## src/hdl/rldm_pkg.sv

```systemverilog
// Shared types, codes and default sizes for the resource lock manager.
`default_nettype none
package rldm_pkg;

   localparam int RLDM_NUM_RESOURCES = 16;
   localparam int RLDM_QUEUE_DEPTH   = 8;
   localparam int RLDM_PID_BITS      = 8;

   localparam int CMD_W    = 2;
   localparam int PID_W    = 8;
   localparam int RES_W    = 4;
   localparam int STATUS_W = 3;

   typedef enum logic [CMD_W-1:0] {
      CMD_LOCK    = 2'd0,
      CMD_UNLOCK  = 2'd1,
      CMD_CHECK   = 2'd2,
      CMD_IGNORED = 2'd3
   } cmd_type;

   typedef enum logic [STATUS_W-1:0] {
      STAT_GRANTED    = 3'd0,
      STAT_HELD       = 3'd1,
      STAT_QUEUED     = 3'd2,
      STAT_RELEASED   = 3'd3,
      STAT_UNKNOWN    = 3'd4,
      STAT_NOT_HOLDER = 3'd5,
      STAT_QUEUE_FULL = 3'd6
   } status_type;

endpackage
`default_nettype wire

```

## src/hdl/rldm_if.sv

```systemverilog
// Request and response channel interfaces of the resource lock manager.
`default_nettype none
interface rldm_req_if import rldm_pkg::*; ();
   logic                valid;
   logic                ready;
   logic [CMD_W-1:0]    command;
   logic [PID_W-1:0]    pid;
   logic [RES_W-1:0]    resource;

   modport source (output valid, command, pid, resource, input ready);
   modport sink   (input valid, command, pid, resource, output ready);
endinterface

interface rldm_rsp_if import rldm_pkg::*; ();
   logic                valid;
   logic                ready;
   logic                ok;
   logic [STATUS_W-1:0] status;
   logic                deadlock;
   logic                handoff_valid;
   logic [PID_W-1:0]    handoff_pid;

   modport source (output valid, ok, status, deadlock, handoff_valid, handoff_pid,
                   input ready);
   modport sink   (input valid, ok, status, deadlock, handoff_valid, handoff_pid,
                   output ready);
endinterface
`default_nettype wire

```

## src/hdl/rldm_ram.sv

```systemverilog
// Generic single-write, single-read RAM with registered read data.
`default_nettype none
module rldm_ram #(
   parameter int WIDTH = 8,
   parameter int DEPTH = 128,
   localparam int AW   = (DEPTH > 1) ? $clog2(DEPTH) : 1
) (
   input  wire logic             clock,
   input  wire logic             wr_en,
   input  wire logic [AW-1:0]    wr_addr,
   input  wire logic [WIDTH-1:0] wr_data,
   input  wire logic [AW-1:0]    rd_addr,
   output logic      [WIDTH-1:0] rd_data
);

   logic [WIDTH-1:0] mem [DEPTH];

   always_ff @(posedge clock) begin
      if (wr_en) begin
         mem[wr_addr] <= wr_data;
      end
      rd_data <= mem[rd_addr];
   end

endmodule
`default_nettype wire

```

## src/hdl/resource_lock_deadlock_manager_core.sv

```systemverilog
// Lock manager for indexed resources with FIFO waiters and wait-for cycle detection.
//
//   channel | dir | handshake   | payload
//   req     | in  | valid/ready | command, pid, resource
//   rsp     | out | valid/ready | ok, status, deadlock, handoff_valid, handoff_pid
//
// One request at a time. Answers without a waiter read or a scan pass from accept
// through S_EXEC and S_RESP to the response register; an unlock with handoff also
// passes S_UNLK (one waiter RAM read). Queued, queue-full and check requests run the
// deadlock scan: rounds over the NUM_RESOURCES*QUEUE_DEPTH waiter RAM entries (one
// entry per cycle), at most NUM_RESOURCES rounds, ending early once none drops out.
// Synchronous reset; no clearing pass, the block takes requests right after reset.
// A request is taken while a previous response still waits for rsp ready.
`default_nettype none
module resource_lock_deadlock_manager_core import rldm_pkg::*; #(
   parameter int NUM_RESOURCES = RLDM_NUM_RESOURCES,
   parameter int QUEUE_DEPTH   = RLDM_QUEUE_DEPTH,
   parameter int PID_BITS      = RLDM_PID_BITS
) (
   input wire logic   clock,
   input wire logic   reset,
   rldm_req_if.sink   req_chan,
   rldm_rsp_if.source rsp_chan
);

   localparam int N   = NUM_RESOURCES;
   localparam int Q   = QUEUE_DEPTH;
   localparam int TOT = N * Q;
   localparam int RW  = (N > 1) ? $clog2(N) : 1;
   localparam int QW  = (Q > 1) ? $clog2(Q) : 1;
   localparam int CW  = $clog2(Q + 1);
   localparam int AW  = (TOT > 1) ? $clog2(TOT) : 1;
   localparam int IW  = $clog2(TOT + 1);
   localparam int OW  = QW + 1;

   typedef enum logic [2:0] {
      S_IDLE, S_EXEC, S_UNLK, S_SCAN, S_RESP
   } state_type;

   state_type            state_ff, state_in;
   cmd_type              cmd_ff, cmd_in;
   logic [PID_BITS-1:0]  pid_ff, pid_in;
   logic [RES_W-1:0]     res_ff, res_in;

   logic                 known_ff [N];
   logic                 known_in [N];
   logic                 busy_ff  [N];
   logic                 busy_in  [N];
   logic [PID_BITS-1:0]  holder_ff [N];
   logic [PID_BITS-1:0]  holder_in [N];
   logic [QW-1:0]        head_ff  [N];
   logic [QW-1:0]        head_in  [N];
   logic [CW-1:0]        count_ff [N];
   logic [CW-1:0]        count_in [N];

   logic [N-1:0]         alive_ff, alive_in;
   logic [N-1:0]         acc_ff, acc_in;
   logic [IW-1:0]        idx_ff, idx_in;
   logic [RW-1:0]        s_ff, s_in;
   logic [QW-1:0]        j_ff, j_in;
   logic                 pv_ff, pv_in;
   logic [RW-1:0]        ps_ff, ps_in;
   logic [QW-1:0]        pj_ff, pj_in;

   logic                 r_ok_ff, r_ok_in;
   status_type           r_status_ff, r_status_in;
   logic                 r_dl_ff, r_dl_in;
   logic                 r_hv_ff, r_hv_in;
   logic [PID_W-1:0]     r_hp_ff, r_hp_in;

   logic                 o_valid_ff, o_valid_in;
   logic                 o_ok_ff, o_ok_in;
   status_type           o_status_ff, o_status_in;
   logic                 o_dl_ff, o_dl_in;
   logic                 o_hv_ff, o_hv_in;
   logic [PID_W-1:0]     o_hp_ff, o_hp_in;

   logic                 ram_we;
   logic [AW-1:0]        ram_waddr;
   logic [AW-1:0]        ram_raddr;
   logic [PID_BITS-1:0]  ram_rdata;

   logic                 in_range;
   logic [RW-1:0]        ri;
   logic [AW-1:0]        base_addr;
   logic [OW-1:0]        tail_sum;
   logic [QW-1:0]        tail_slot;
   logic [QW-1:0]        head_next;
   logic [OW-1:0]        scan_off;
   logic                 ent_ok;
   logic [N-1:0]         hit;
   logic [N-1:0]         new_alive;

   rldm_ram #(.WIDTH(PID_BITS), .DEPTH(TOT)) u_waiters (
      .clock   (clock),
      .wr_en   (ram_we),
      .wr_addr (ram_waddr),
      .wr_data (pid_ff),
      .rd_addr (ram_raddr),
      .rd_data (ram_rdata)
   );

   assign in_range  = int'(res_ff) < N;
   assign ri        = RW'(res_ff);
   assign base_addr = AW'(int'(ri) * Q);

   // next free slot of the circular queue
   always_comb begin
      tail_sum = OW'(head_ff[ri]) + OW'(count_ff[ri]);
      if (int'(tail_sum) >= Q) begin
         tail_sum = tail_sum - OW'(Q);
      end
      tail_slot = QW'(tail_sum);
      head_next = (int'(head_ff[ri]) == Q - 1) ? '0 : head_ff[ri] + QW'(1);
   end

   assign ram_we    = (state_ff == S_EXEC) && (cmd_ff == CMD_LOCK) && in_range &&
                      busy_ff[ri] && (holder_ff[ri] != pid_ff) &&
                      (int'(count_ff[ri]) < Q);
   assign ram_waddr = base_addr + AW'(tail_slot);
   assign ram_raddr = (state_ff == S_SCAN) ? idx_ff[AW-1:0] : base_addr + AW'(head_ff[ri]);

   // scan: is the entry read last cycle a live waiter of a still-alive resource
   always_comb begin
      if (pj_ff >= head_ff[ps_ff]) begin
         scan_off = OW'(pj_ff) - OW'(head_ff[ps_ff]);
      end else begin
         scan_off = OW'(pj_ff) + OW'(Q) - OW'(head_ff[ps_ff]);
      end
      ent_ok = pv_ff && alive_ff[ps_ff] && (scan_off < OW'(count_ff[ps_ff]));
      for (int r = 0; r < N; r++) begin
         hit[r] = ent_ok && (holder_ff[r] == ram_rdata);
      end
      new_alive = alive_ff & (acc_ff | hit);
   end

   always_comb begin
      state_in    = state_ff;
      cmd_in      = cmd_ff;
      pid_in      = pid_ff;
      res_in      = res_ff;
      known_in    = known_ff;
      busy_in     = busy_ff;
      holder_in   = holder_ff;
      head_in     = head_ff;
      count_in    = count_ff;
      alive_in    = alive_ff;
      acc_in      = acc_ff;
      idx_in      = idx_ff;
      s_in        = s_ff;
      j_in        = j_ff;
      pv_in       = 1'b0;
      ps_in       = ps_ff;
      pj_in       = pj_ff;
      r_ok_in     = r_ok_ff;
      r_status_in = r_status_ff;
      r_dl_in     = r_dl_ff;
      r_hv_in     = r_hv_ff;
      r_hp_in     = r_hp_ff;
      o_valid_in  = o_valid_ff && !rsp_chan.ready;
      o_ok_in     = o_ok_ff;
      o_status_in = o_status_ff;
      o_dl_in     = o_dl_ff;
      o_hv_in     = o_hv_ff;
      o_hp_in     = o_hp_ff;

      case (state_ff)
         S_IDLE: begin
            if (req_chan.valid) begin
               cmd_in   = cmd_type'(req_chan.command);
               pid_in   = PID_BITS'(req_chan.pid);
               res_in   = req_chan.resource;
               state_in = S_EXEC;
            end
         end

         S_EXEC: begin
            r_ok_in     = 1'b0;
            r_status_in = STAT_GRANTED;
            r_dl_in     = 1'b0;
            r_hv_in     = 1'b0;
            r_hp_in     = '0;
            state_in    = S_RESP;
            alive_in    = '0;
            for (int r = 0; r < N; r++) begin
               alive_in[r] = busy_ff[r];
            end
            acc_in = '0;
            idx_in = '0;
            s_in   = '0;
            j_in   = '0;
            case (cmd_ff)
               CMD_LOCK: begin
                  if (!in_range) begin
                     r_status_in = STAT_UNKNOWN;
                  end else if (!busy_ff[ri]) begin
                     known_in[ri]  = 1'b1;
                     busy_in[ri]   = 1'b1;
                     holder_in[ri] = pid_ff;
                     r_ok_in       = 1'b1;
                  end else if (holder_ff[ri] == pid_ff) begin
                     r_ok_in     = 1'b1;
                     r_status_in = STAT_HELD;
                  end else if (int'(count_ff[ri]) >= Q) begin
                     r_status_in = STAT_QUEUE_FULL;
                     state_in    = S_SCAN;
                  end else begin
                     count_in[ri] = count_ff[ri] + CW'(1);
                     r_status_in  = STAT_QUEUED;
                     state_in     = S_SCAN;
                  end
               end
               CMD_UNLOCK: begin
                  if (!in_range || !known_ff[ri]) begin
                     r_status_in = STAT_UNKNOWN;
                  end else if (!busy_ff[ri] || holder_ff[ri] != pid_ff) begin
                     r_status_in = STAT_NOT_HOLDER;
                  end else if (count_ff[ri] == '0) begin
                     busy_in[ri] = 1'b0;
                     r_ok_in     = 1'b1;
                     r_status_in = STAT_RELEASED;
                  end else begin
                     state_in = S_UNLK;
                  end
               end
               CMD_CHECK: begin
                  state_in = S_SCAN;
               end
               default: begin
                  state_in = S_RESP;
               end
            endcase
         end

         S_UNLK: begin
            // oldest waiter takes over; busy stays set
            holder_in[ri] = ram_rdata;
            head_in[ri]   = head_next;
            count_in[ri]  = count_ff[ri] - CW'(1);
            r_ok_in       = 1'b1;
            r_status_in   = STAT_RELEASED;
            r_hv_in       = 1'b1;
            r_hp_in       = PID_W'(ram_rdata);
            state_in      = S_RESP;
         end

         S_SCAN: begin
            acc_in = acc_ff | hit;
            if (int'(idx_ff) < TOT) begin
               pv_in  = 1'b1;
               ps_in  = s_ff;
               pj_in  = j_ff;
               idx_in = idx_ff + IW'(1);
               if (int'(j_ff) == Q - 1) begin
                  j_in = '0;
                  s_in = s_ff + RW'(1);
               end else begin
                  j_in = j_ff + QW'(1);
               end
            end else begin
               // end of a round: drop resources whose holder waits on nothing alive
               if (new_alive == alive_ff || new_alive == '0) begin
                  r_dl_in  = |new_alive;
                  state_in = S_RESP;
               end
               alive_in = new_alive;
               acc_in   = '0;
               idx_in   = '0;
               s_in     = '0;
               j_in     = '0;
            end
         end

         S_RESP: begin
            if (!o_valid_ff || rsp_chan.ready) begin
               o_valid_in  = 1'b1;
               o_ok_in     = r_ok_ff;
               o_status_in = r_status_ff;
               o_dl_in     = r_dl_ff;
               o_hv_in     = r_hv_ff;
               o_hp_in     = r_hp_ff;
               state_in    = S_IDLE;
            end
         end

         default: begin
            state_in = S_IDLE;
         end
      endcase
   end

   always_ff @(posedge clock) begin
      cmd_ff      <= cmd_in;
      pid_ff      <= pid_in;
      res_ff      <= res_in;
      holder_ff   <= holder_in;
      alive_ff    <= alive_in;
      acc_ff      <= acc_in;
      idx_ff      <= idx_in;
      s_ff        <= s_in;
      j_ff        <= j_in;
      ps_ff       <= ps_in;
      pj_ff       <= pj_in;
      r_ok_ff     <= r_ok_in;
      r_status_ff <= r_status_in;
      r_dl_ff     <= r_dl_in;
      r_hv_ff     <= r_hv_in;
      r_hp_ff     <= r_hp_in;
      o_ok_ff     <= o_ok_in;
      o_status_ff <= o_status_in;
      o_dl_ff     <= o_dl_in;
      o_hv_ff     <= o_hv_in;
      o_hp_ff     <= o_hp_in;
      if (reset) begin
         state_ff   <= S_IDLE;
         pv_ff      <= 1'b0;
         o_valid_ff <= 1'b0;
         for (int r = 0; r < N; r++) begin
            known_ff[r] <= 1'b0;
            busy_ff[r]  <= 1'b0;
            head_ff[r]  <= '0;
            count_ff[r] <= '0;
         end
      end else begin
         state_ff   <= state_in;
         pv_ff      <= pv_in;
         o_valid_ff <= o_valid_in;
         known_ff   <= known_in;
         busy_ff    <= busy_in;
         head_ff    <= head_in;
         count_ff   <= count_in;
      end
   end

   assign req_chan.ready         = (state_ff == S_IDLE);
   assign rsp_chan.valid         = o_valid_ff;
   assign rsp_chan.ok            = o_ok_ff;
   assign rsp_chan.status        = o_status_ff;
   assign rsp_chan.deadlock      = o_dl_ff;
   assign rsp_chan.handoff_valid = o_hv_ff;
   assign rsp_chan.handoff_pid   = o_hp_ff;

endmodule
`default_nettype wire

```

## src/flat_wrapper.sv

```systemverilog
// flat-port wrapper written by rule: the top's interface ports become plain ports
module resource_lock_deadlock_manager_core_flat import rldm_pkg::*;
#(
   parameter int NUM_RESOURCES = RLDM_NUM_RESOURCES,
   parameter int QUEUE_DEPTH   = RLDM_QUEUE_DEPTH,
   parameter int PID_BITS      = RLDM_PID_BITS
)
  (clock, reset, req_chan_valid, req_chan_command, req_chan_pid, req_chan_resource, req_chan_ready, rsp_chan_valid, rsp_chan_ok, rsp_chan_status, rsp_chan_deadlock, rsp_chan_handoff_valid, rsp_chan_handoff_pid, rsp_chan_ready);
  rldm_req_if req_chan_i ();
  rldm_rsp_if rsp_chan_i ();
  input wire logic clock;
  input wire logic reset;
  input wire logic [$bits(req_chan_i.valid)-1:0] req_chan_valid;
  input wire logic [$bits(req_chan_i.command)-1:0] req_chan_command;
  input wire logic [$bits(req_chan_i.pid)-1:0] req_chan_pid;
  input wire logic [$bits(req_chan_i.resource)-1:0] req_chan_resource;
  output wire logic [$bits(req_chan_i.ready)-1:0] req_chan_ready;
  output wire logic [$bits(rsp_chan_i.valid)-1:0] rsp_chan_valid;
  output wire logic [$bits(rsp_chan_i.ok)-1:0] rsp_chan_ok;
  output wire logic [$bits(rsp_chan_i.status)-1:0] rsp_chan_status;
  output wire logic [$bits(rsp_chan_i.deadlock)-1:0] rsp_chan_deadlock;
  output wire logic [$bits(rsp_chan_i.handoff_valid)-1:0] rsp_chan_handoff_valid;
  output wire logic [$bits(rsp_chan_i.handoff_pid)-1:0] rsp_chan_handoff_pid;
  input wire logic [$bits(rsp_chan_i.ready)-1:0] rsp_chan_ready;
  assign req_chan_i.valid = req_chan_valid;
  assign req_chan_i.command = req_chan_command;
  assign req_chan_i.pid = req_chan_pid;
  assign req_chan_i.resource = req_chan_resource;
  assign req_chan_ready = req_chan_i.ready;
  assign rsp_chan_valid = rsp_chan_i.valid;
  assign rsp_chan_ok = rsp_chan_i.ok;
  assign rsp_chan_status = rsp_chan_i.status;
  assign rsp_chan_deadlock = rsp_chan_i.deadlock;
  assign rsp_chan_handoff_valid = rsp_chan_i.handoff_valid;
  assign rsp_chan_handoff_pid = rsp_chan_i.handoff_pid;
  assign rsp_chan_i.ready = rsp_chan_ready;
  resource_lock_deadlock_manager_core #(.NUM_RESOURCES(NUM_RESOURCES), .QUEUE_DEPTH(QUEUE_DEPTH), .PID_BITS(PID_BITS)) u_core (.clock(clock), .reset(reset), .req_chan(req_chan_i), .rsp_chan(rsp_chan_i));
endmodule
```

## config.mk

```make
export PLATFORM = sky130hd
export DESIGN_NAME = resource_lock_deadlock_manager_core_flat
export DESIGN_NICKNAME = d
export VERILOG_FILES = /design/src/hdl/rldm_pkg.sv /design/src/hdl/rldm_if.sv /design/src/hdl/rldm_ram.sv /design/src/hdl/resource_lock_deadlock_manager_core.sv /design/src/flat_wrapper.sv
export SDC_FILE = /design/constraint.sdc
export NUM_CORES = 2
export LEC_CHECK = 0
export BUFFER_PORTS_ARGS = -buffer_cell sky130_fd_sc_hd__buf_2
export CELL_PAD_IN_SITES_DETAIL_PLACEMENT = 1
export CELL_PAD_IN_SITES_GLOBAL_PLACEMENT = 2
export CORE_MARGIN = 4
export CORE_UTILIZATION = 35
export DETAILED_ROUTE_END_ITERATION = 8
export PLACE_DENSITY_LB_ADDON = 0.1
export SLEW_MARGIN = 20
export SYNTH_ARGS = -nofsm -noshare
export SYNTH_HDL_FRONTEND = slang
export SYNTH_HIERARCHICAL = 1
export SYNTH_SLANG_ARGS = --single-unit
export TNS_END_PERCENT = 100
```

## constraint.sdc

```tcl
create_clock -name clock -period 7.6 [get_ports clock]
set_input_delay 0.76 -clock clock [delete_from_list [all_inputs] [get_ports clock]]
set_output_delay 0.76 -clock clock [all_outputs]
set_load 0.02 [all_outputs]
```

-- Yosys cells after proc, flatten, opt, wreduce, memory -nomap -nowiden
Memories as Yosys holds them, arrays and structs flattened. A register that Yosys moved wholly into a read port is not among the register bits.
Cells that the tools add are included.
- register bits: 373
- memory bits (writable): 1024
- input port bits: 18
- output and inout bits: 16
- logic and storage cells: 329
- memories kept: 1
- add/sub/neg operators: 13
- magnitude comparators: 10
- equality and inequality tests: 41
- multiplexer cells: 101
- bitwise gates (word level): 10
- reduce and logical (&&, ||, !) cells: 50
- memories (memory ; depth ; bits a word ; rd ports ; clocked after Yosys merged registers in ; write ports ; RTL line ; RTL):
    u_core.u_waiters.mem ; 128 ; 8 ; 1 ; 1 ; 1 ; rldm_ram.sv:16 ; logic [WIDTH-1:0] mem [DEPTH];
- operator list (kind ; count):
    $bwmux 128 ; 2
    $mux 128 ; 2
    $mux 64 ; 4
    $pmux 128 s2 ; 1
    $eq 8x8->1 ; 17
    $bwmux 64 ; 2
    $pmux 64 s2 ; 1
    $mux 16 ; 6
    $pmux 16 s2 ; 3
    $mux 3 ; 23
    $bwmux 48 ; 1
    $or 16x16->16 ; 3
    $and 16x16->16 ; 2
    $bmux 4 s4 ; 2
    $bmux 8 s4 ; 1
    $demux 8 s4 ; 1
    $mux 4 ; 8
    $mux 8 ; 4
    $pmux 8 s2 ; 2
    $bmux 3 s4 ; 2
    $logic_and 1x1->1 ; 24
    $ne 2x2->1 const B ; 10
    $mux 1 ; 18
    $pmux 3 s2 ; 3
    54 further kinds ; 83

-- Depth between registers and ports, before layout
- depth after elaboration: 16
- gate-level depth with buffers: 21
- depth with buffers taken out: 17

-- Hierarchy
The synthesis kept the hierarchy.
- modules (own cells, without submodules) (module ; instances ; cells each ; area each (µm²) ; sequential area each (µm²)):
    rldm_ram ; 1 ; 1631 ; 39651.8 ; 30909.6
    resource_lock_deadlock_manager_core ; 1 ; 1777 ; 19656.4 ; 9709.3

-- Worst setup path after synthesis
Ideal clock, no wire load.
- kind: flip-flop to flip-flop
- from: reg u_core.ps_ff[0]
- to: reg u_core.state_ff[0]
- library setup time: 120 ps
- data arrival time: 6001 ps
- data required time: 7480 ps
- slack: 1480 ps
- stages on the path, launching flop included: 21
- path buffers: 4
- clock period less this slack: 6120 ps
- path through: edfxtp_1 -> buf_2 -> buf_1 -> clkbuf_1 -> mux4_2 -> mux4_2 -> ha_1 -> fa_1 -> fa_1 -> o21ai_0 -> a31oi_1 -> ha_1 -> a211oi_1 -> or4b_2 -> nand2_1 -> o311a_1 -> clkbuf_1 -> a21o_1 -> nand3_1 -> o211a_1 -> o31a_1
- longest elaborated chain between the ends: 15
- elaborated cells on any way between the ends: 39
- those cells by class: add/sub (2); order compare (2); eq/ne (2); mux (9); bitwise (3); reduce/logical (21)
- RTL lines (what ; RTL line ; RTL):
    from (decl) ; resource_lock_deadlock_manager_core.sv:62 ; logic [RW-1:0] ps_ff, ps_in;
    from (signal assigned) ; resource_lock_deadlock_manager_core.sv:302 ; ps_ff <= ps_in;
    $not 4->5 (not written as such) ; - ;
    $bmux 3 s4 ; resource_lock_deadlock_manager_core.sv:125, resource_lock_deadlock_manager_core.sv:126, resource_lock_deadlock_manager_core.sv:128 ;
    $mux 3 (not written as such) (2 in a row) ; resource_lock_deadlock_manager_core.sv:125, resource_lock_deadlock_manager_core.sv:126, resource_lock_deadlock_manager_core.sv:128 ;
    $sub 4x3->4 (tied with other cells) ; resource_lock_deadlock_manager_core.sv:128 ; scan_off = OW'(pj_ff) + OW'(Q) - OW'(head_ff[ps_ff]);
    $mux 4 ; resource_lock_deadlock_manager_core.sv:125 ; if (pj_ff >= head_ff[ps_ff]) begin
    $lt 4x4->1 ; resource_lock_deadlock_manager_core.sv:130 ; ent_ok = pv_ff && alive_ff[ps_ff] && (scan_off < OW'(count_ff[ps_ff]));
    $logic_and 1x1->1 (*) ; resource_lock_deadlock_manager_core.sv:130 ;
    $logic_and 1x1->1 ; resource_lock_deadlock_manager_core.sv:132 ; hit[r] = ent_ok && (holder_ff[r] == ram_rdata);
    $or 16x16->16 (*) ; resource_lock_deadlock_manager_core.sv:134 ; new_alive = alive_ff & (acc_ff | hit);
    $and 16x16->16 (*) ; resource_lock_deadlock_manager_core.sv:134 ;
    $eq 16x16->1 / $logic_not 16->1 (equally long branches) ; resource_lock_deadlock_manager_core.sv:262 ; if (new_alive == alive_ff || new_alive == '0) begin
    $logic_or 1x1->1 (*) ; resource_lock_deadlock_manager_core.sv:262 ;
    $ne 2x2->1 (no source line) (*) ; - ;
    $reduce_and 4->1 (no source line) (*) ; - ;
    to (signal assigned) ; resource_lock_deadlock_manager_core.sv:325 ; state_ff <= state_in;
    to (decl) ; resource_lock_deadlock_manager_core.sv:40 ; state_type state_ff, state_in;
Every way passes the cells marked *; elsewhere a longest branch is shown, timed or not. The select of a mux whose other input is x is not followed.
A chain may end at the register's enable or synchronous reset.

-- Final worst setup path
- from: reg u_core.ps_ff[0]
- to: reg u_core.state_ff[2]
The elaborated chain is that of the path after synthesis.

==> run metrics <==
IO Port Bufs 33; global route overflow 0; commonest non-fill, non-tap cell in the layout edfxtp_1; Pwr per Cell Area around 260 mW/mm²; Max Slew Vio Count 0; syn nets 3444; final instance area 0.06750 mm²; starting density of the core 35.35%; hold_buf cts 0; Worst Skew between 0.02 and 0.025 ns; most frequent cells in the layout edfxtp_1 (1248), mux4_2 (438), nor2_1 (409), clkbuf_16 (161), dfxtp_1 (157); crit path DAT 6.85 ns; first-pass GRT wire length around 260000 µm; Post-synth ARST share 0%; CP Depth 16; maxcap violations 0; outcome finished, final reports clean; Final Setup Violations 0; post-synth cell types just over 60; initial antenna violation count 1; Buffers & Inverters on Critical Path 1; worst vdd ir 0.0002262 V; CP max-delay cell edfxtp_1; Post-synth EDFFs about 1200; post-layout minimum cycle time 6.165 ns; H-tree Lvls 4; layout cells sized above 1 between 20% and 30%; total track usage between 20% and 30%; post-route insts no fill ~5800; chip height around 420 µm; CP Class reg -> reg; std cell rows 150; maximum clock path buffer count 3; fillcell total between 15000 and 20000; fin worst setup slack ~1.4 ns; routed vias/inst 5.499; crit-path max FO 12; clock sinks around 1400; Hold WC Path Type in -> reg; delay-heaviest family, CP compound AO/OA/AOI/OAI gates; PostCTS Resize Cnt 0; endpoints failing hold 0; Worst slew margin between 20% and 30%; Yosys Warn Count 6; Total Negative Setup Slacks 0 ns; Root Driver clkbuf_16; Metal-1 WL 77400 µm; final core utilization about two fifths; Antenna Violating Nets Remaining 0; routed len/inst 30.63 µm; clock transition at the registers of the reported paths about 0.060 ns; die area around 0.18 mm²; endpoint class of the critical path flip-flop; vias in the first global route approximately 35000; Leakage slightly above 20 nW; Post-Syn Area a little under 0.06 mm²; CTS tree done; first-iteration detailed-routing DRC count 2489; hold depth 1; Main synth FF type edfxtp_1; period utilization about four fifths; largest net degree at the start of global routing 129; register area share after synthesis between 60% and 70%; final total power around 17 mW; core area between 0.15 and 0.2 mm²; FF-to-FF path depth 16; placed inst area approximately 0.062 mm²; Num CTS Buffers 160; CP Data Required Time approximately 8.3 ns; Placed Cells roughly 5500; Avg Synthesized Cell Area roughly 17 µm²; crit start category flip-flop; NumNets Final 3536; critical path's largest stage delay approximately 0.75 ns; Max Freq ~160 MHz; DRC 0; Clk Latency, worst-skew pair ~0.8 ns; GP Congestion 0.8231; RSZ-0062 raised after global routing false; Post-Synthesis Cells 3408; wire length on met2 about 92000 µm; uppermost layer routed met4; Worst-Margin Slew roughly 1.1 ns; Yosys reg bits ~1400; DR pass1 iterations 7; cell chain of the critical path buf_4 > mux4_2 > mux4_2 > fa_1 > fa_1 > o21ai_0 > a31oi_1 > ha_1 > a211oi_1 > or4b_2 > nand2_1 > o311a_1 > a21o_1 > nand3_1 > o211a_1 > o41ai_1; Setup WS pre-CTS 1.400 ns; drt total wl between 150000 and 200000 µm; total number of vias roughly 32000; post-DP HPWL approximately 120000 µm; # IOs 34; P&R area growth vs syn 13.82%; Min Hold Slack 0.1487 ns; met3 wire length between 6000 and 7000 µm; Die Wd roughly 420 µm; postcts setup bufs 0
## area by class of cell
type / count / area (µm²) / area share [%]
Sequential cell: 1405 / 40620 / 60.17
Clock buffer: 197 / 4184 / 6.198
Antenna cell: 1 / 2.502 / 0.003707
Multi-Input combinational cell: 1732 / 17590 / 26.06
Inverter: 61 / 229.0 / 0.3392
Clock inverter: 99 / 1021 / 1.512
Timing Repair Buffer: 140 / 1096 / 1.624
Tap cell: 2204 / 2758 / 4.085
## final timing paths
kind	from	to	slack, ns
max	u_core/ps_ff[0]	u_core/state_ff[2]	1.44
min	req_chan_pid[3]	u_core/pid_ff[3]	0.15
max reg2reg	u_core/ps_ff[0]	u_core/state_ff[2]	1.44
min reg2reg	u_core/r_hp_ff[2]	u_core/rsp_chan.handoff_pid[2]	0.42
## cell families (layout without fill, tap and decap cells)
family                   count (synthesis)  count (layout)  synth area share [%]
AND/OR/NAND/NOR                        790             790                 5.873
other                                    0               1                     0
buffers and inverters                  271             497                 1.966
adder cells (fa/ha/maj)                 18              18                0.4177
multiplexers                           517             517                 18.01
flip-flops                            1405            1405                 68.49
XOR/XNOR                               154             154                 2.274
AO/OA/AOI/OAI                          253             253                 2.970
## power breakdown
group / internal, mW / switching (mW) / leakage [nW]
Sequential: 8.54 / 0.0635 / 12.7
Combinational: 0.322 / 0.761 / 5.51
Clock: 4.42 / 3.21 / 2.52
Total: 13.3 / 4.03 / 20.7
## state kept, by name, summed over array words and instances, names as in the netlist, 4 cells and up, named ones only
signal / cells
u_core/pid_ff: 8
u_core/ps_ff: 4
u_core/known_ff: 16
u_core/head_ff: 48
u_core/holder_ff: 128
u_core/idx_ff: 8
u_core/count_ff: 64
u_core/s_ff: 4
u_core/u_waiters/rd_data: 8
u_core/u_waiters/mem: 1024
u_core/r_hp_ff: 8
u_core/alive_ff: 16
u_core/acc_ff: 16
u_core/res_ff: 4
u_core/rsp_chan.handoff_pid: 8
## synthesized netlist by cell type, types with 14 or more instances
cell	number	area share (%)
edfxtp_1	1248	63
nand4_1	43	0.45
o21ai_0	41	0.35
buf_4	16	0.20
mux2i_1	58	0.98
ha_1	15	0.32
and2_1	16	0.17
nand2b_1	59	0.62
a221oi_1	29	0.43
mux4_2	438	17
a21oi_1	77	0.65
mux2_2	15	0.28
nand2_1	143	0.91
buf_2	29	0.24
a311oi_1	17	0.25
nor2b_1	15	0.16
o22ai_1	14	0.15
buf_1	30	0.19
xnor2_1	145	2.1
inv_1	60	0.38
nor3_1	16	0.14
dfxtp_1	157	5.3
nor2_1	412	2.6
clkbuf_1	128	0.81
nand3_1	62	0.52
## per-layer routing
| metal | up-vias | GRT usage [%] |
|---|---|---|
| met5 | - | 0 |
| met4 | 0 | 4.740 |
| met3 | 210 | 2.661 |
| met2 | 671 | 35.91 |
| met1 | 17540 | 27.39 |
| li1 | 13690 | - |
No activity file was read; power rests on OpenSTA's default activity.
